`src/rtl/lpfd_pkg.sv`:
```
// Shared types and constants for the length-prefixed frame deframer.
// No dependencies; used by lpfd_parse and length_prefixed_frame_deframer.
`timescale 1ns / 1ps

package lpfd_pkg;

  typedef enum logic [1:0] {
    KIND_PAYLOAD  = 2'd0,
    KIND_EMPTY    = 2'd1,
    KIND_OVERSIZE = 2'd2
  } kind_e;

  // header is 8 bytes; count runs 0..7, byte 7 closes the header
  localparam int unsigned HDR_BYTES = 8;
  localparam logic [2:0]  HDR_LAST  = 3'(HDR_BYTES - 1);

  // body padded to a multiple of 4, computed at 33 bits
  localparam logic [32:0] PAD_ADD  = 33'd3;
  localparam logic [32:0] PAD_MASK = ~33'd3;

  localparam logic [31:0] MAX_BODY_RESET = 32'h0010_0000;

  typedef struct packed {
    logic        valid;
    kind_e       kind;
    logic [31:0] command;
    logic [31:0] length;
    logic [7:0]  data;
    logic [31:0] index;
    logic        last;
  } result_t;

endpackage

```
`src/rtl/lpfd_parse.sv`:
```
// Header collection, body counting and result decode for the deframer.
// Depends on lpfd_pkg. State advances only on fire_i.
`timescale 1ns / 1ps

module lpfd_parse (
  input  logic                  clk_i,
  input  logic                  rst_ni,
  input  logic                  fire_i,
  input  logic [7:0]            byte_i,
  input  logic [31:0]           max_len_i,
  output lpfd_pkg::result_t     res_o,
  output logic                  err_o
);

  logic [55:0] shift_q, shift_d;
  logic [2:0]  cnt_q, cnt_d;
  logic        in_body_q, in_body_d;
  logic [31:0] cmd_q, cmd_d;
  logic [31:0] len_q, len_d;
  logic [32:0] padded_q, padded_d;
  logic [32:0] body_q, body_d;
  logic        err_q, err_d;

  logic [31:0] len_w;
  logic [32:0] padded_w;
  logic [32:0] body_inc;

  assign len_w    = {byte_i, shift_q[55:32]};
  assign padded_w = ({1'b0, len_w} + lpfd_pkg::PAD_ADD) & lpfd_pkg::PAD_MASK;
  assign body_inc = body_q + 33'd1;

  always_comb begin
    shift_d   = shift_q;
    cnt_d     = cnt_q;
    in_body_d = in_body_q;
    cmd_d     = cmd_q;
    len_d     = len_q;
    padded_d  = padded_q;
    body_d    = body_q;
    err_d     = err_q;
    res_o     = '0;
    res_o.kind    = lpfd_pkg::KIND_PAYLOAD;
    res_o.command = cmd_q;
    res_o.length  = len_q;

    if (!err_q) begin
      if (!in_body_q) begin
        if (cnt_q != lpfd_pkg::HDR_LAST) begin
          for (int k = 0; k < 7; k++) begin
            if (cnt_q == 3'(k)) begin
              shift_d[8*k +: 8] = byte_i;
            end
          end
          cnt_d = cnt_q + 3'd1;
        end else begin
          cmd_d    = shift_q[31:0];
          len_d    = len_w;
          padded_d = padded_w;
          shift_d  = '0;
          cnt_d    = '0;
          body_d   = '0;
          res_o.command = shift_q[31:0];
          res_o.length  = len_w;
          if (padded_w > {1'b0, max_len_i}) begin
            err_d       = 1'b1;
            res_o.valid = 1'b1;
            res_o.kind  = lpfd_pkg::KIND_OVERSIZE;
          end else if (padded_w == '0) begin
            res_o.valid = 1'b1;
            res_o.kind  = lpfd_pkg::KIND_EMPTY;
          end else begin
            in_body_d = 1'b1;
          end
        end
      end else begin
        // payload bytes first, then silent padding
        if (body_q < {1'b0, len_q}) begin
          res_o.valid = 1'b1;
          res_o.kind  = lpfd_pkg::KIND_PAYLOAD;
          res_o.data  = byte_i;
          res_o.index = body_q[31:0];
          res_o.last  = (body_inc == {1'b0, len_q});
        end
        body_d = body_inc;
        if (body_inc >= padded_q) begin
          in_body_d = 1'b0;
          body_d    = '0;
        end
      end
    end
  end

  always_ff @(posedge clk_i or negedge rst_ni) begin
    if (!rst_ni) begin
      shift_q   <= '0;
      cnt_q     <= '0;
      in_body_q <= 1'b0;
      cmd_q     <= '0;
      len_q     <= '0;
      padded_q  <= '0;
      body_q    <= '0;
      err_q     <= 1'b0;
    end else if (fire_i) begin
      shift_q   <= shift_d;
      cnt_q     <= cnt_d;
      in_body_q <= in_body_d;
      cmd_q     <= cmd_d;
      len_q     <= len_d;
      padded_q  <= padded_d;
      body_q    <= body_d;
      err_q     <= err_d;
    end
  end

  assign err_o = err_q;

endmodule

```
`src/rtl/length_prefixed_frame_deframer.sv`:
```
// Top level of the length-prefixed frame deframer: input register,
// output register and config register. Depends on lpfd_pkg, lpfd_parse.
`timescale 1ns / 1ps
//
// Channel  Direction  Handshake                 Payload
// in       sink       in_valid_i / in_stall_o   data_byte_i
// out      source     out_valid_o / out_stall_i kind_o, command_o, payload_length_o,
//                                               payload_byte_o, byte_index_o, last_byte_o
// cfg      sink       cfg_valid_i / cfg_ready_o cfg_data_i (max_body_length)
//
// One byte per clock sustained while no result is stalled at the output; a byte's result
// passes through the input register, then the output register, before it can transfer out.
// Parsing happens as a byte leaves the input register into a free output slot.
// in_stall_o rises only while the input register is full and the output holds a
// result that is stalled. After an oversize error every byte is dropped until reset.
// Reset clears parse state and sets max_body_length to 1 MiB; cfg_ready_o is always high.

module length_prefixed_frame_deframer (
  input  logic                clk_i,
  input  logic                rst_ni,
  input  logic                in_valid_i,
  output logic                in_stall_o,
  input  logic [7:0]          data_byte_i,
  output logic                out_valid_o,
  input  logic                out_stall_i,
  output logic [1:0]          kind_o,
  output logic [31:0]         command_o,
  output logic [31:0]         payload_length_o,
  output logic [7:0]          payload_byte_o,
  output logic [31:0]         byte_index_o,
  output logic                last_byte_o,
  input  logic                cfg_valid_i,
  output logic                cfg_ready_o,
  input  logic [31:0]         cfg_data_i
);

  logic              in_valid_q;
  logic [7:0]        in_byte_q;
  logic [31:0]       max_len_q;
  logic              out_free;
  logic              fire;
  lpfd_pkg::result_t res;
  logic              err;

  assign cfg_ready_o = 1'b1;
  assign out_free    = !out_valid_o || !out_stall_i;
  assign fire        = in_valid_q && out_free;
  assign in_stall_o  = in_valid_q && !out_free;

  lpfd_parse u_parse (
    .clk_i     (clk_i),
    .rst_ni    (rst_ni),
    .fire_i    (fire),
    .byte_i    (in_byte_q),
    .max_len_i (max_len_q),
    .res_o     (res),
    .err_o     (err)
  );

  always_ff @(posedge clk_i or negedge rst_ni) begin
    if (!rst_ni) begin
      max_len_q <= lpfd_pkg::MAX_BODY_RESET;
    end else if (cfg_valid_i && cfg_ready_o) begin
      max_len_q <= cfg_data_i;
    end
  end

  always_ff @(posedge clk_i or negedge rst_ni) begin
    if (!rst_ni) begin
      in_valid_q <= 1'b0;
    end else if (!in_stall_o) begin
      in_valid_q <= in_valid_i;
    end
  end

  always_ff @(posedge clk_i) begin
    if (in_valid_i && !in_stall_o) begin
      in_byte_q <= data_byte_i;
    end
  end

  always_ff @(posedge clk_i or negedge rst_ni) begin
    if (!rst_ni) begin
      out_valid_o <= 1'b0;
    end else if (out_free) begin
      out_valid_o <= fire && res.valid;
    end
  end

  always_ff @(posedge clk_i) begin
    if (fire && res.valid) begin
      kind_o           <= res.kind;
      command_o        <= res.command;
      payload_length_o <= res.length;
      payload_byte_o   <= res.data;
      byte_index_o     <= res.index;
      last_byte_o      <= res.last;
    end
  end

  // the oversize error only clears on reset
  a_err_sticky : assert property (@(posedge clk_i) disable iff (!rst_ni)
    err |=> err)
    else $error("error latch dropped");

  a_kind_legal : assert property (@(posedge clk_i) disable iff (!rst_ni)
    out_valid_o |-> (kind_o == lpfd_pkg::KIND_PAYLOAD || kind_o == lpfd_pkg::KIND_EMPTY ||
                     kind_o == lpfd_pkg::KIND_OVERSIZE))
    else $error("illegal result kind");

  a_nonpayload_zero : assert property (@(posedge clk_i) disable iff (!rst_ni)
    (out_valid_o && kind_o != lpfd_pkg::KIND_PAYLOAD) |->
      (payload_byte_o == '0 && byte_index_o == '0 && !last_byte_o))
    else $error("non-payload result carries byte fields");

  a_stall_only_full : assert property (@(posedge clk_i) disable iff (!rst_ni)
    in_stall_o |-> (in_valid_q && out_valid_o && out_stall_i))
    else $error("input stalled without a blocked result");

  a_no_result_after_err : assert property (@(posedge clk_i) disable iff (!rst_ni)
    $past(err) |-> !(fire && res.valid))
    else $error("result produced after oversize error");

endmodule

```
`config.mk`:
```
export PLATFORM = sky130hd
export DESIGN_NAME = length_prefixed_frame_deframer
export DESIGN_NICKNAME = d
export VERILOG_FILES = /design/src/rtl/lpfd_pkg.sv /design/src/rtl/lpfd_parse.sv /design/src/rtl/length_prefixed_frame_deframer.sv
export SDC_FILE = /design/constraint.sdc
export NUM_CORES = 1
export LEC_CHECK = 0
export BUFFER_PORTS_ARGS = -buffer_cell sky130_fd_sc_hd__buf_2
export CELL_PAD_IN_SITES_DETAIL_PLACEMENT = 0
export CELL_PAD_IN_SITES_GLOBAL_PLACEMENT = 1
export CORE_MARGIN = 3
export CORE_UTILIZATION = 25
export CTS_CLUSTER_SIZE = 14
export DETAILED_ROUTE_END_ITERATION = 6
export PLACE_DENSITY = 0.46
export SETUP_SLACK_MARGIN = 0.02
export SLEW_MARGIN = 15
export SYNTH_ARGS = -nofsm -noshare
export SYNTH_HDL_FRONTEND = slang
export SYNTH_SLANG_ARGS = --single-unit
```
`constraint.sdc`:
```
create_clock -name clk_i -period 13.8 [get_ports clk_i]
set_input_delay 1.38 -clock clk_i [delete_from_list [all_inputs] [get_ports clk_i]]
set_output_delay 1.38 -clock clk_i [all_outputs]
set_load 0.03 [all_outputs]
```
==> flow_summary_export.csv, run 1 <==
group,metric,value,unit
run_status,status,"complete, no violations",
critical_path,crit_required,14.00,ns
grt,gr-total-overflow,0,
yosys,synth-edff-count,115,
drt,drc_errors,0,
power_and_ir_drop,netSwitchingFraction,39.3,%
drt,route.met2.wl,27600,microns
final_layout,drive_gt1_share,18.7,%
clocking,path_clk_slew,0.06,ns
floorplanning,core_area,68700,sq um
yosys,yosysTopAreaCell,"dfrtp_1",
placed_design,place_hpwl,42500,microns
sta,finalWorstSetupSlack,7.73,ns
clocking,clock_path_buffers,3,
drt,top_layer,"met5",
placed_design,placed_area,19200,sq um
yosys,synth-seq-cells,338,
placed_design,gp_congestion,0.811,
floorplanning,io_pins,155,
worst_hold_path,min_path_type,"flip-flop to flip-flop",
critical_path,arrival,6.27,ns
yosys,syn-num-nets,1831,
critical_path,max_stage_delay,0.71,ns
yosys,synth_top_area_share,31.9,%
final_layout,final_cell_mix,"nand2_1, dfrtp_1, o21ai_0",
drt,vias_per_cell,4.59,
sta,fin_skew,0.0238,ns
drt,met1_length,27000,microns
sta,finalSetupTns,0,ns
clocking,cts_sinks,338,
yosys,synth_area_leaders,"dfrtp_1, edfxtp_1, ha_1",
drt,finalWirelength,58700,microns
floorplanning,die_h,270,microns
critical_path,critPathBufInv,1,
sta,min_period,6.07,ns
drt,drt_pass1_iterations,5,
final_layout,final_common_cell,"nand2_1",
floorplanning,rows,96,
critical_path,slowest_stage,"buf_4",
drt,met3WireLength,2450,microns
yosys,synth_async_sr_flop_share,66.0,%
yosys,syn_area,17400,sq um
clocking,ctsResizeCount,0,
sta,fin_crit_sh,44.0,%
grt,grt_max_degree,132,
grt,grt_pass1_vias,13100,
run,drv_cap,0,
final_layout,fin_area,20600,sq um
power_and_ir_drop,clockPowerShare,26.3,%
final_layout,area.growth.synth_to_final,18.3,%
final_layout,finalCoreUtilization,29.9,%
clocking,post_cts_buffers,0,
floorplanning,fp.dieW,270,microns
critical_path,path_class,"flip-flop to flip-flop",
yosys,synth_seq_area_share,51.9,%
placed_design,dp_slack,7.65,ns
power_and_ir_drop,power_frac_seq,38.9,%
yosys,synth-main-ff-cell,"dfrtp_1",
clocking,clkLatencyLatePin,0.58,ns
clocking,cts_tree,"yes",
power_and_ir_drop,p_sw,1680,uW
drt,wl_per_cell,21.1,microns
sta,worstMarginPinSlew,1.07,ns
floorplanning,initial_core_util,25.3,%
final_layout,num-nets-final,1962,
yosys,postSynthCellCount,1686,
clocking,ctsHoldBuffers,0,
grt,antenna_found_initial,4,
critical_path,crit_path_start_kind,"flip-flop",
final_layout,n_antenna_cell,0,
floorplanning,die_area,72800,sq um
clocking,cts_htree_levels,2,
clocking,numCtsBuffers,42,
drt,antenna_left,0,
power_and_ir_drop,p_total,4280,uW
sta,fmax,0.165,GHz
critical_path,worst-path-max-fanout,56,
power_and_ir_drop,p_per_area,208,nW/um^2
grt,grt_first_pass_wirelength,88300,microns
power_and_ir_drop,ir_worst_vdd,0.0000813,V
sta,setup_viol,0,
sta,rsz0062_at_grt,"false",
sta,max_slew_margin,28.7,%
sta,slew_violations,0,
final_layout,fillers,7242,
yosys,yosysWarnings,0,
critical_path,crit_chain,"o2111ai_2 > nor4_2 > and4_1 > and3_1 > nand3_1 > xnor2_1 > ha_1 > nand3_1 > nor3_1 > and4_1 > a2111oi_0 > o21ai_0 > o21ai_0 > nand2_4 > buf_4",
critical_path,critPathCaptureType,"flip-flop",
grt,grt_usage,16.1,%
placed_design,io_buffers,153,
critical_path,cp_top_family,"simple AND/OR/NAND/NOR gates",
drt,drt_iter0_markers,817,
yosys,synth_cell_types,71,
power_and_ir_drop,power_frac_comb,34.8,%
drt,vias,12800,
sta,hold_violations,0,
power_and_ir_drop,leakagePower,0.00898,uW
clocking,clk_root_buffer_cell,"clkbuf_16",
power_and_ir_drop,p_int,2600,uW
yosys,synth_area_per_cell,10.3,sq um
-- registers in the layout, summed over array words and instances (netlist names), 8 cells and up --
signal	cells
payload_length_o	32
u_parse.len_q	32
u_parse.shift_q	56
payload_byte_o	8
u_parse.body_q	33
u_parse.cmd_q	32
in_byte_q	8
u_parse.padded_q	31
command_o	32
max_len_q	32
byte_index_o	32
-- cell families after synthesis --
family / Yosys count / synth area share (%)
simple gates: 563 / 15.6
flops: 338 / 51.9
compound gates: 312 / 10.9
buf+inv: 203 / 4.50
fa+ha+maj: 100 / 7.19
mux: 91 / 5.88
xor+xnor: 78 / 3.97
other cells: 1 / 0.0216
-- power groups by stage --
stage	Clock, uW	Combinational [uW]	Sequential, uW
after floorplan	0	968	1620
final	1120	1490	1660
after global placement	0	1500	1670
after global routing	1210	1670	1710
after detailed placement	0	1510	1680
after CTS	1170	1520	1660
-- path summary, 6_finish.rpt --
| kind | startpoint | to | slack, ns | cells after the start |
|---|---|---|---|---|
| min in group asynchronous | rst_ni | u_parse.cmd_q[14] | 0.82 | 1 |
| max in group asynchronous | rst_ni | u_parse.body_q[0] | 11.63 | 2 |
| worst min-delay path | u_parse.cmd_q[19] | u_parse.cmd_q[19] | 0.47 | 2 |
| worst min register to register | u_parse.cmd_q[19] | u_parse.cmd_q[19] | 0.47 | 2 |
| worst max-delay path | u_parse.shift_q[35] | command_o[27] | 7.73 | 15 |
| worst max register to register | u_parse.shift_q[35] | command_o[27] | 7.73 | 15 |
-- cells in the mapped netlist (all sizes together), types with 6 or more instances --
library cell / number
a211oi: 12
a21o: 32
a21oi: 37
a22o: 6
and2: 40
and3: 14
and4: 7
buf: 18
clkbuf: 68
dfrtp: 222
edfxtp: 115
ha: 100
inv: 117
mux2: 90
nand2: 297
nand2b: 10
nand3: 44
nand4: 20
nor2: 45
nor2b: 12
nor3: 22
nor4: 17
o211ai: 8
o21ai: 164
o221ai: 7
or3: 13
or4: 8
xnor2: 49
xor2: 29
-- through the flow --
stage	cells	hold WS, ns
floorplan	1686	0.442
global placement	2703	0.453
detailed placement	2704	0.458
CTS	2782	0.477
global route	2782	0.495
finish	2782	0.472
-- worst register-to-register path: cells and delay by family, from the launching register on --
kind	cells	cell delay (ns)
adder cells (fa/ha/maj)	1	0.34
flip-flops	1	0.49
XOR/XNOR	1	0.19
AND/OR/NAND/NOR	8	2.73
AO/OA/AOI/OAI	4	1.17
buffers and inverters	1	0.72
-- layout make-up --
type	count	area (sq um)	area share, %
inverter	117	439	2.13
multi-input combinational	1145	7610	37.0
sequential	338	9030	43.9
timing repair buffer	173	942	4.58
clock buffer	54	1110	5.38
clock inverter	24	275	1.34
tap	931	1160	5.66
-- metal layers --
layer / vias to the layer above / global-route usage [%]
met4: 4 / 4.52
met2: 266 / 26.6
met5: - / 0
met3: 82 / 2.82
met1: 6283 / 21.7
li1: 6145 / -
No activity file was read; power rests on OpenSTA's default activity.
==> inputs of run 2 (changes only) <==
clock period = 6.18 ns   (was 13.8 ns; I/O delays follow)
==> run 2 against run 1 <==
Flip-flop and latch count did not move. Setup slack got worse by 6.9 ns. Die area is the same. Register-to-register slack worse by 6.9 ns. Global-route usage down 0.21 points. Total power rose by 120%. Sequential power grew 120%. Sequential share of layout area shrank 0.24 points.
==> flow_summary_export.csv, run 2 (synthesis gave the netlist of run 1 again) <==
group,metric,value,unit
run_status,status,"complete, no violations",
floorplanning,die_area,72800,sq um
sta,fin_crit_sh,86.5,%
clocking,clock_path_buffers,3,
drt,finalWirelength,58300,microns
clocking,cts_sinks,338,
final_layout,regMostFlops,"u_parse.shift_q",
grt,antenna_found_initial,1,
critical_path,max_stage_delay,0.71,ns
clocking,cts_htree_levels,2,
critical_path,crit_required,6.42,ns
sta,fmax,0.187,GHz
clocking,cts_tree,"yes",
clocking,path_clk_slew,0.06,ns
clocking,clk_root_buffer_cell,"clkbuf_16",
final_layout,area.growth.synth_to_final,18.9,%
critical_path,cp_top_family,"simple AND/OR/NAND/NOR gates",
sta,slew_violations,0,
clocking,clkLatencyLatePin,0.58,ns
placed_design,dp_slack,0.908,ns
drt,drt_iter0_markers,853,
final_layout,reg_top3,"u_parse.shift_q: 56 flops, u_parse.body_q: 33 flops",
final_layout,num-nets-final,1974,
sta,hold_violations,0,
critical_path,worst-path-max-fanout,57,
sta,fin_skew,0.0324,ns
clocking,post_cts_buffers,0,
floorplanning,rows,96,
sta,worstMarginPinSlew,1.10,ns
drt,vias,12800,
placed_design,io_buffers,153,
critical_path,slowest_stage,"nor4_2",
sta,setup_viol,0,
clocking,numCtsBuffers,43,
clocking,ctsResizeCount,0,
grt,gr-total-overflow,0,
critical_path,rrSetupSlack,0.84,ns
clocking,ctsHoldBuffers,0,
critical_path,critPathBufInv,1,
final_layout,n_antenna_cell,0,
final_layout,drive_gt1_share,19.4,%
grt,grt_max_degree,120,
final_layout,final_cell_mix,"nand2_1, dfrtp_1, o21ai_0",
placed_design,gp_congestion,0.860,
critical_path,crit_chain,"o2111ai_2 > nor4_2 > and4_1 > and3_1 > nand3_1 > xnor2_1 > ha_1 > nand3_1 > nor3_1 > and4_1 > a2111oi_0 > o21ai_0 > o21ai_0 > nand2_4 > buf_12",
critical_path,critPathCaptureType,"flip-flop",
sta,max_slew_margin,26.5,%
power_and_ir_drop,leakagePower,0.00906,uW
drt,wl_per_cell,20.8,microns
placed_design,place_hpwl,42300,microns
critical_path,crit_path_start_kind,"flip-flop",
sta,finalSetupTns,0,ns
final_layout,largest_reg_flops,56,
floorplanning,fp.dieW,270,microns
sta,min_period,5.34,ns
floorplanning,die_h,270,microns
floorplanning,io_pins,155,
drt,antenna_left,0,
power_and_ir_drop,ir_worst_vdd,0.000167,V
critical_path,arrival,5.58,ns
final_layout,final_common_cell,"nand2_1",
drt,drc_errors,0,
grt,grt_pass1_vias,13200,
worst_hold_path,min_path_type,"input port to asynchronous set/reset pin",
floorplanning,core_area,68700,sq um
run,drv_cap,0,
sta,finalWorstSetupSlack,0.836,ns
drt,drt_pass1_iterations,5,
sta,rsz0062_at_grt,"false",
floorplanning,initial_core_util,25.3,%
critical_path,path_class,"flip-flop to flip-flop",
drt,vias_per_cell,4.57,
grt,grt_usage,15.9,%
grt,grt_first_pass_wirelength,87800,microns
power_and_ir_drop,p_per_area,465,nW/um^2
## run 2: cell type report
| class | instances | area (sq um) |
|---|---|---|
| flip-flops and latches | 338 | 9030 |
| clock inverters | 25 | 210 |
| repair buffers | 184 | 1050 |
| fillers | 7290 | 48000 |
| clock buffers | 55 | 1180 |
| inverters | 117 | 439 |
| well taps | 931 | 1160 |
| multi-input cells | 1145 | 7600 |
## run 2: report_power, final
part	total [uW]	internal, uW	switching (uW)
sequential	3710	3070	639
clock	2500	1480	1020
combinational	3400	1260	2140
total	9620	5810	3800
## run 2: final timing paths
check / cells past startpoint / end / from
hold reg to reg: 2 / u_parse.cmd_q[9] / u_parse.cmd_q[9]
max in group asynchronous: 2 / u_parse.body_q[10] / rst_ni
setup / recovery: 15 / command_o[30] / u_parse.shift_q[34]
hold / removal: 1 / u_parse.cmd_q[8] / rst_ni
min in group clk_i: 1 / in_byte_q[7] / data_byte_i[7]
setup reg to reg: 15 / command_o[30] / u_parse.shift_q[34]
## run 2: routing by layer
metal	global-route usage (%)	share of wire, %	wire length (microns)
met1	21.7	47	27400
met2	25.9	46	26900
met3	2.42	3.9	2250
met4	4.95	2.9	1710
met5	0	0.017	10
## run 2: worst reg2reg max path: cells and delay by family (launching register included)
| family | cells | cell delay [ns] |
|---|---|---|
| XOR/XNOR | 1 | 0.20 |
| buffers and inverters | 1 | 0.30 |
| AO/OA/AOI/OAI | 4 | 1.35 |
| flip-flops | 1 | 0.48 |
| adder cells (fa/ha/maj) | 1 | 0.34 |
| AND/OR/NAND/NOR | 8 | 2.28 |
## run 2: per-stage QoR
step           instances  area (sq um)  utilization, %  total power (uW)  hold WS (ns)
2_1_floorplan       1686         17400               -              5780         0.322
3_3_place_gp        2714         19300            28.1              7160         0.453
3_5_place_dp        2715         19300            28.1              7190         0.458
4_1_cts             2795         20700            30.1              9770         0.110
5_1_grt             2795         20700            30.1             10300         0.128
6_report            2795         20700            30.1              9620        0.0551
==> inputs of run 3 (changes only) <==
PLACE_DENSITY = 0.53   (was 0.46)
clock period = 5.8 ns   (was 6.18 ns; I/O delays follow)
==> run 3 against run 2 <==
Clock power up 12%. Via count up 0.83%. Final cell count about the same. Critical path type unchanged. Critical endpoint is now u_parse.in_body_q. Largest cell class unchanged.
==> flow_summary_export.csv, run 3 (synthesis gave the netlist of run 1 again) <==
group,metric,value,unit
run_status,status,"complete, no violations",
clocking,clk_root_buffer_cell,"clkbuf_16",
critical_path,path_class,"flip-flop to flip-flop",
drt,finalWirelength,57200,microns
final_layout,area.growth.synth_to_final,19.3,%
final_layout,largest_reg_flops,56,
floorplanning,io_pins,155,
sta,fmax,0.189,GHz
sta,max_slew_margin,27.2,%
placed_design,place_hpwl,41200,microns
grt,antenna_found_initial,1,
placed_design,placed_area,19300,sq um
sta,fin_crit_sh,91.2,%
power_and_ir_drop,p_per_area,498,nW/um^2
final_layout,regArea,9030,sq um
grt,gr-total-overflow,0,
clocking,numCtsBuffers,43,
floorplanning,die_h,270,microns
power_and_ir_drop,ir_worst_vdd,0.000209,V
worst_hold_path,min_path_type,"input port to asynchronous set/reset pin",
final_layout,final_common_cell,"nand2_1",
grt,grt_usage,15.6,%
sta,rsz0062_at_grt,"false",
sta,min_period,5.29,ns
floorplanning,die_area,72800,sq um
critical_path,critPathCaptureType,"flip-flop",
floorplanning,fp.dieW,270,microns
clocking,clock_path_buffers,3,
final_layout,reg_top3,"u_parse.shift_q: 56 flops, u_parse.body_q: 33 flops",
sta,fin_skew,0.0240,ns
drt,vias_per_cell,4.61,
final_layout,num-nets-final,1971,
final_layout,multi_input_area,7610,sq um
drt,vias,12900,
drt,drt_pass1_iterations,5,
clocking,ctsHoldBuffers,0,
critical_path,crit_required,6.25,ns
final_layout,fillers,7182,
grt,grt_max_degree,122,
drt,wl_per_cell,20.5,microns
critical_path,r2r_start,"u_parse.body_q[2]",
floorplanning,initial_core_util,25.3,%
drt,route.met2.wl,26200,microns
grt,grt_first_pass_wirelength,86200,microns
critical_path,reg2reg_depth,15,
drt,top_layer,"met4",
sta,slew_violations,0,
critical_path,arrival,5.73,ns
drt,met3WireLength,2550,microns
sta,setup_viol,0,
clocking,ctsResizeCount,0,
clocking,cts_sinks,338,
placed_design,gp_congestion,0.880,
final_layout,regMostFlops,"u_parse.shift_q",
final_layout,final_cell_mix,"nand2_1, dfrtp_1, o21ai_0",
power_and_ir_drop,leakagePower,0.00909,uW
critical_path,worst-path-max-fanout,33,
floorplanning,core_area,68700,sq um
floorplanning,rows,96,
grt,grt_pass1_vias,13100,
final_layout,fin_area,20800,sq um
clocking,path_clk_slew,0.06,ns
drt,antenna_left,0,
sta,finalSetupTns,0,ns
critical_path,rrSetupSlack,0.51,ns
drt,met1_length,26900,microns
clocking,post_cts_buffers,0,
drt,drc_errors,0,
drt,drt_iter0_markers,972,
critical_path,r2r-end,"u_parse.in_body_q",
sta,worstMarginPinSlew,1.09,ns
clocking,cts_htree_levels,2,
clocking,clkLatencyLatePin,0.58,ns
run,drv_cap,0,
critical_path,crit_path_start_kind,"flip-flop",
placed_design,io_buffers,153,
final_layout,drive_gt1_share,19.5,%
clocking,cts_tree,"yes",
sta,hold_violations,0,
run 3: changes by cell type in the layout (fill, tap and decap cells not counted), moves of 2 or more:
| cell | before | now |
|---|---|---|
| clkinv_1 | 8 | 3 |
| bufinv_16 | 3 | 5 |
| diode_2 | 0 | 2 |
| clkinv_8 | 0 | 2 |
| buf_4 | 27 | 25 |
run 3: worst max-delay path by stage:
stage / startpoint / end / slack (ns) / cells after the start
finish: u_parse.body_q[2] / u_parse.in_body_q / 0.51 / 15
global route: u_parse.body_q[4] / u_parse.in_body_q / 0.18 / 15
CTS: u_parse.body_q[4] / u_parse.in_body_q / 0.46 / 15
detailed placement: u_parse.body_q[4] / u_parse.in_body_q / 0.53 / 15
global placement: u_parse.body_q[4] / u_parse.in_body_q / 0.63 / 15
floorplan: u_parse.shift_q[43] / byte_index_o[0] / 0.59 / 13
run 3: metal layers:
metal,vias up,global-route usage [%]
met5,-,0
met4,0,4.58
met3,74,2.51
met2,301,25.2
met1,6351,21.4
li1,6156,-
run 3: report_power, final:
| group | leakage [uW] | switching [uW] | internal (uW) |
|---|---|---|---|
| Sequential | 0.00380 | 690 | 3280 |
| Clock | 0.000725 | 1100 | 1700 |
| Combinational | 0.00456 | 2230 | 1330 |
| Total | 0.00909 | 4020 | 6310 |
run 3: cell type report:
class	instances	share of cell area [%]
tap	931	5.61
antenna	2	0.0241
timing repair buffer	181	4.93
inverter	117	2.12
clock buffer	57	5.84
sequential	338	43.5
clock inverter	23	1.29
multi-input combinational	1145	36.7
run 3: through the flow:
stage / utilization, % / hold WS (ns) / total power [uW] / worst slack, ns / cells
2_1_floorplan: - / 0.284 / 6160 / 0.591 / 1686
3_3_place_gp: 28.0 / 0.453 / 7550 / 0.625 / 2712
3_5_place_dp: 28.0 / 0.458 / 7600 / 0.525 / 2712
4_1_cts: 30.2 / 0.0940 / 10500 / 0.462 / 2792
5_1_grt: 30.2 / 0.105 / 11000 / 0.175 / 2792
6_report: 30.2 / 0.0410 / 10300 / 0.510 / 2794
run 3: worst max-delay path: stages (launching register included):
cell and delay [ns]:
dfrtp_1 0.53, nand4_1 0.29, buf_4 0.25, or4_1 0.59, or3_1 0.36, xor2_1 0.28, inv_1 0.11, ha_1 0.28
and4_1 0.24, a221o_1 0.17, a21oi_1 0.07, o21ai_0 0.17, a31oi_1 0.20, a21oi_4 0.83, nor2_1 0.40, a211o_1 0.37
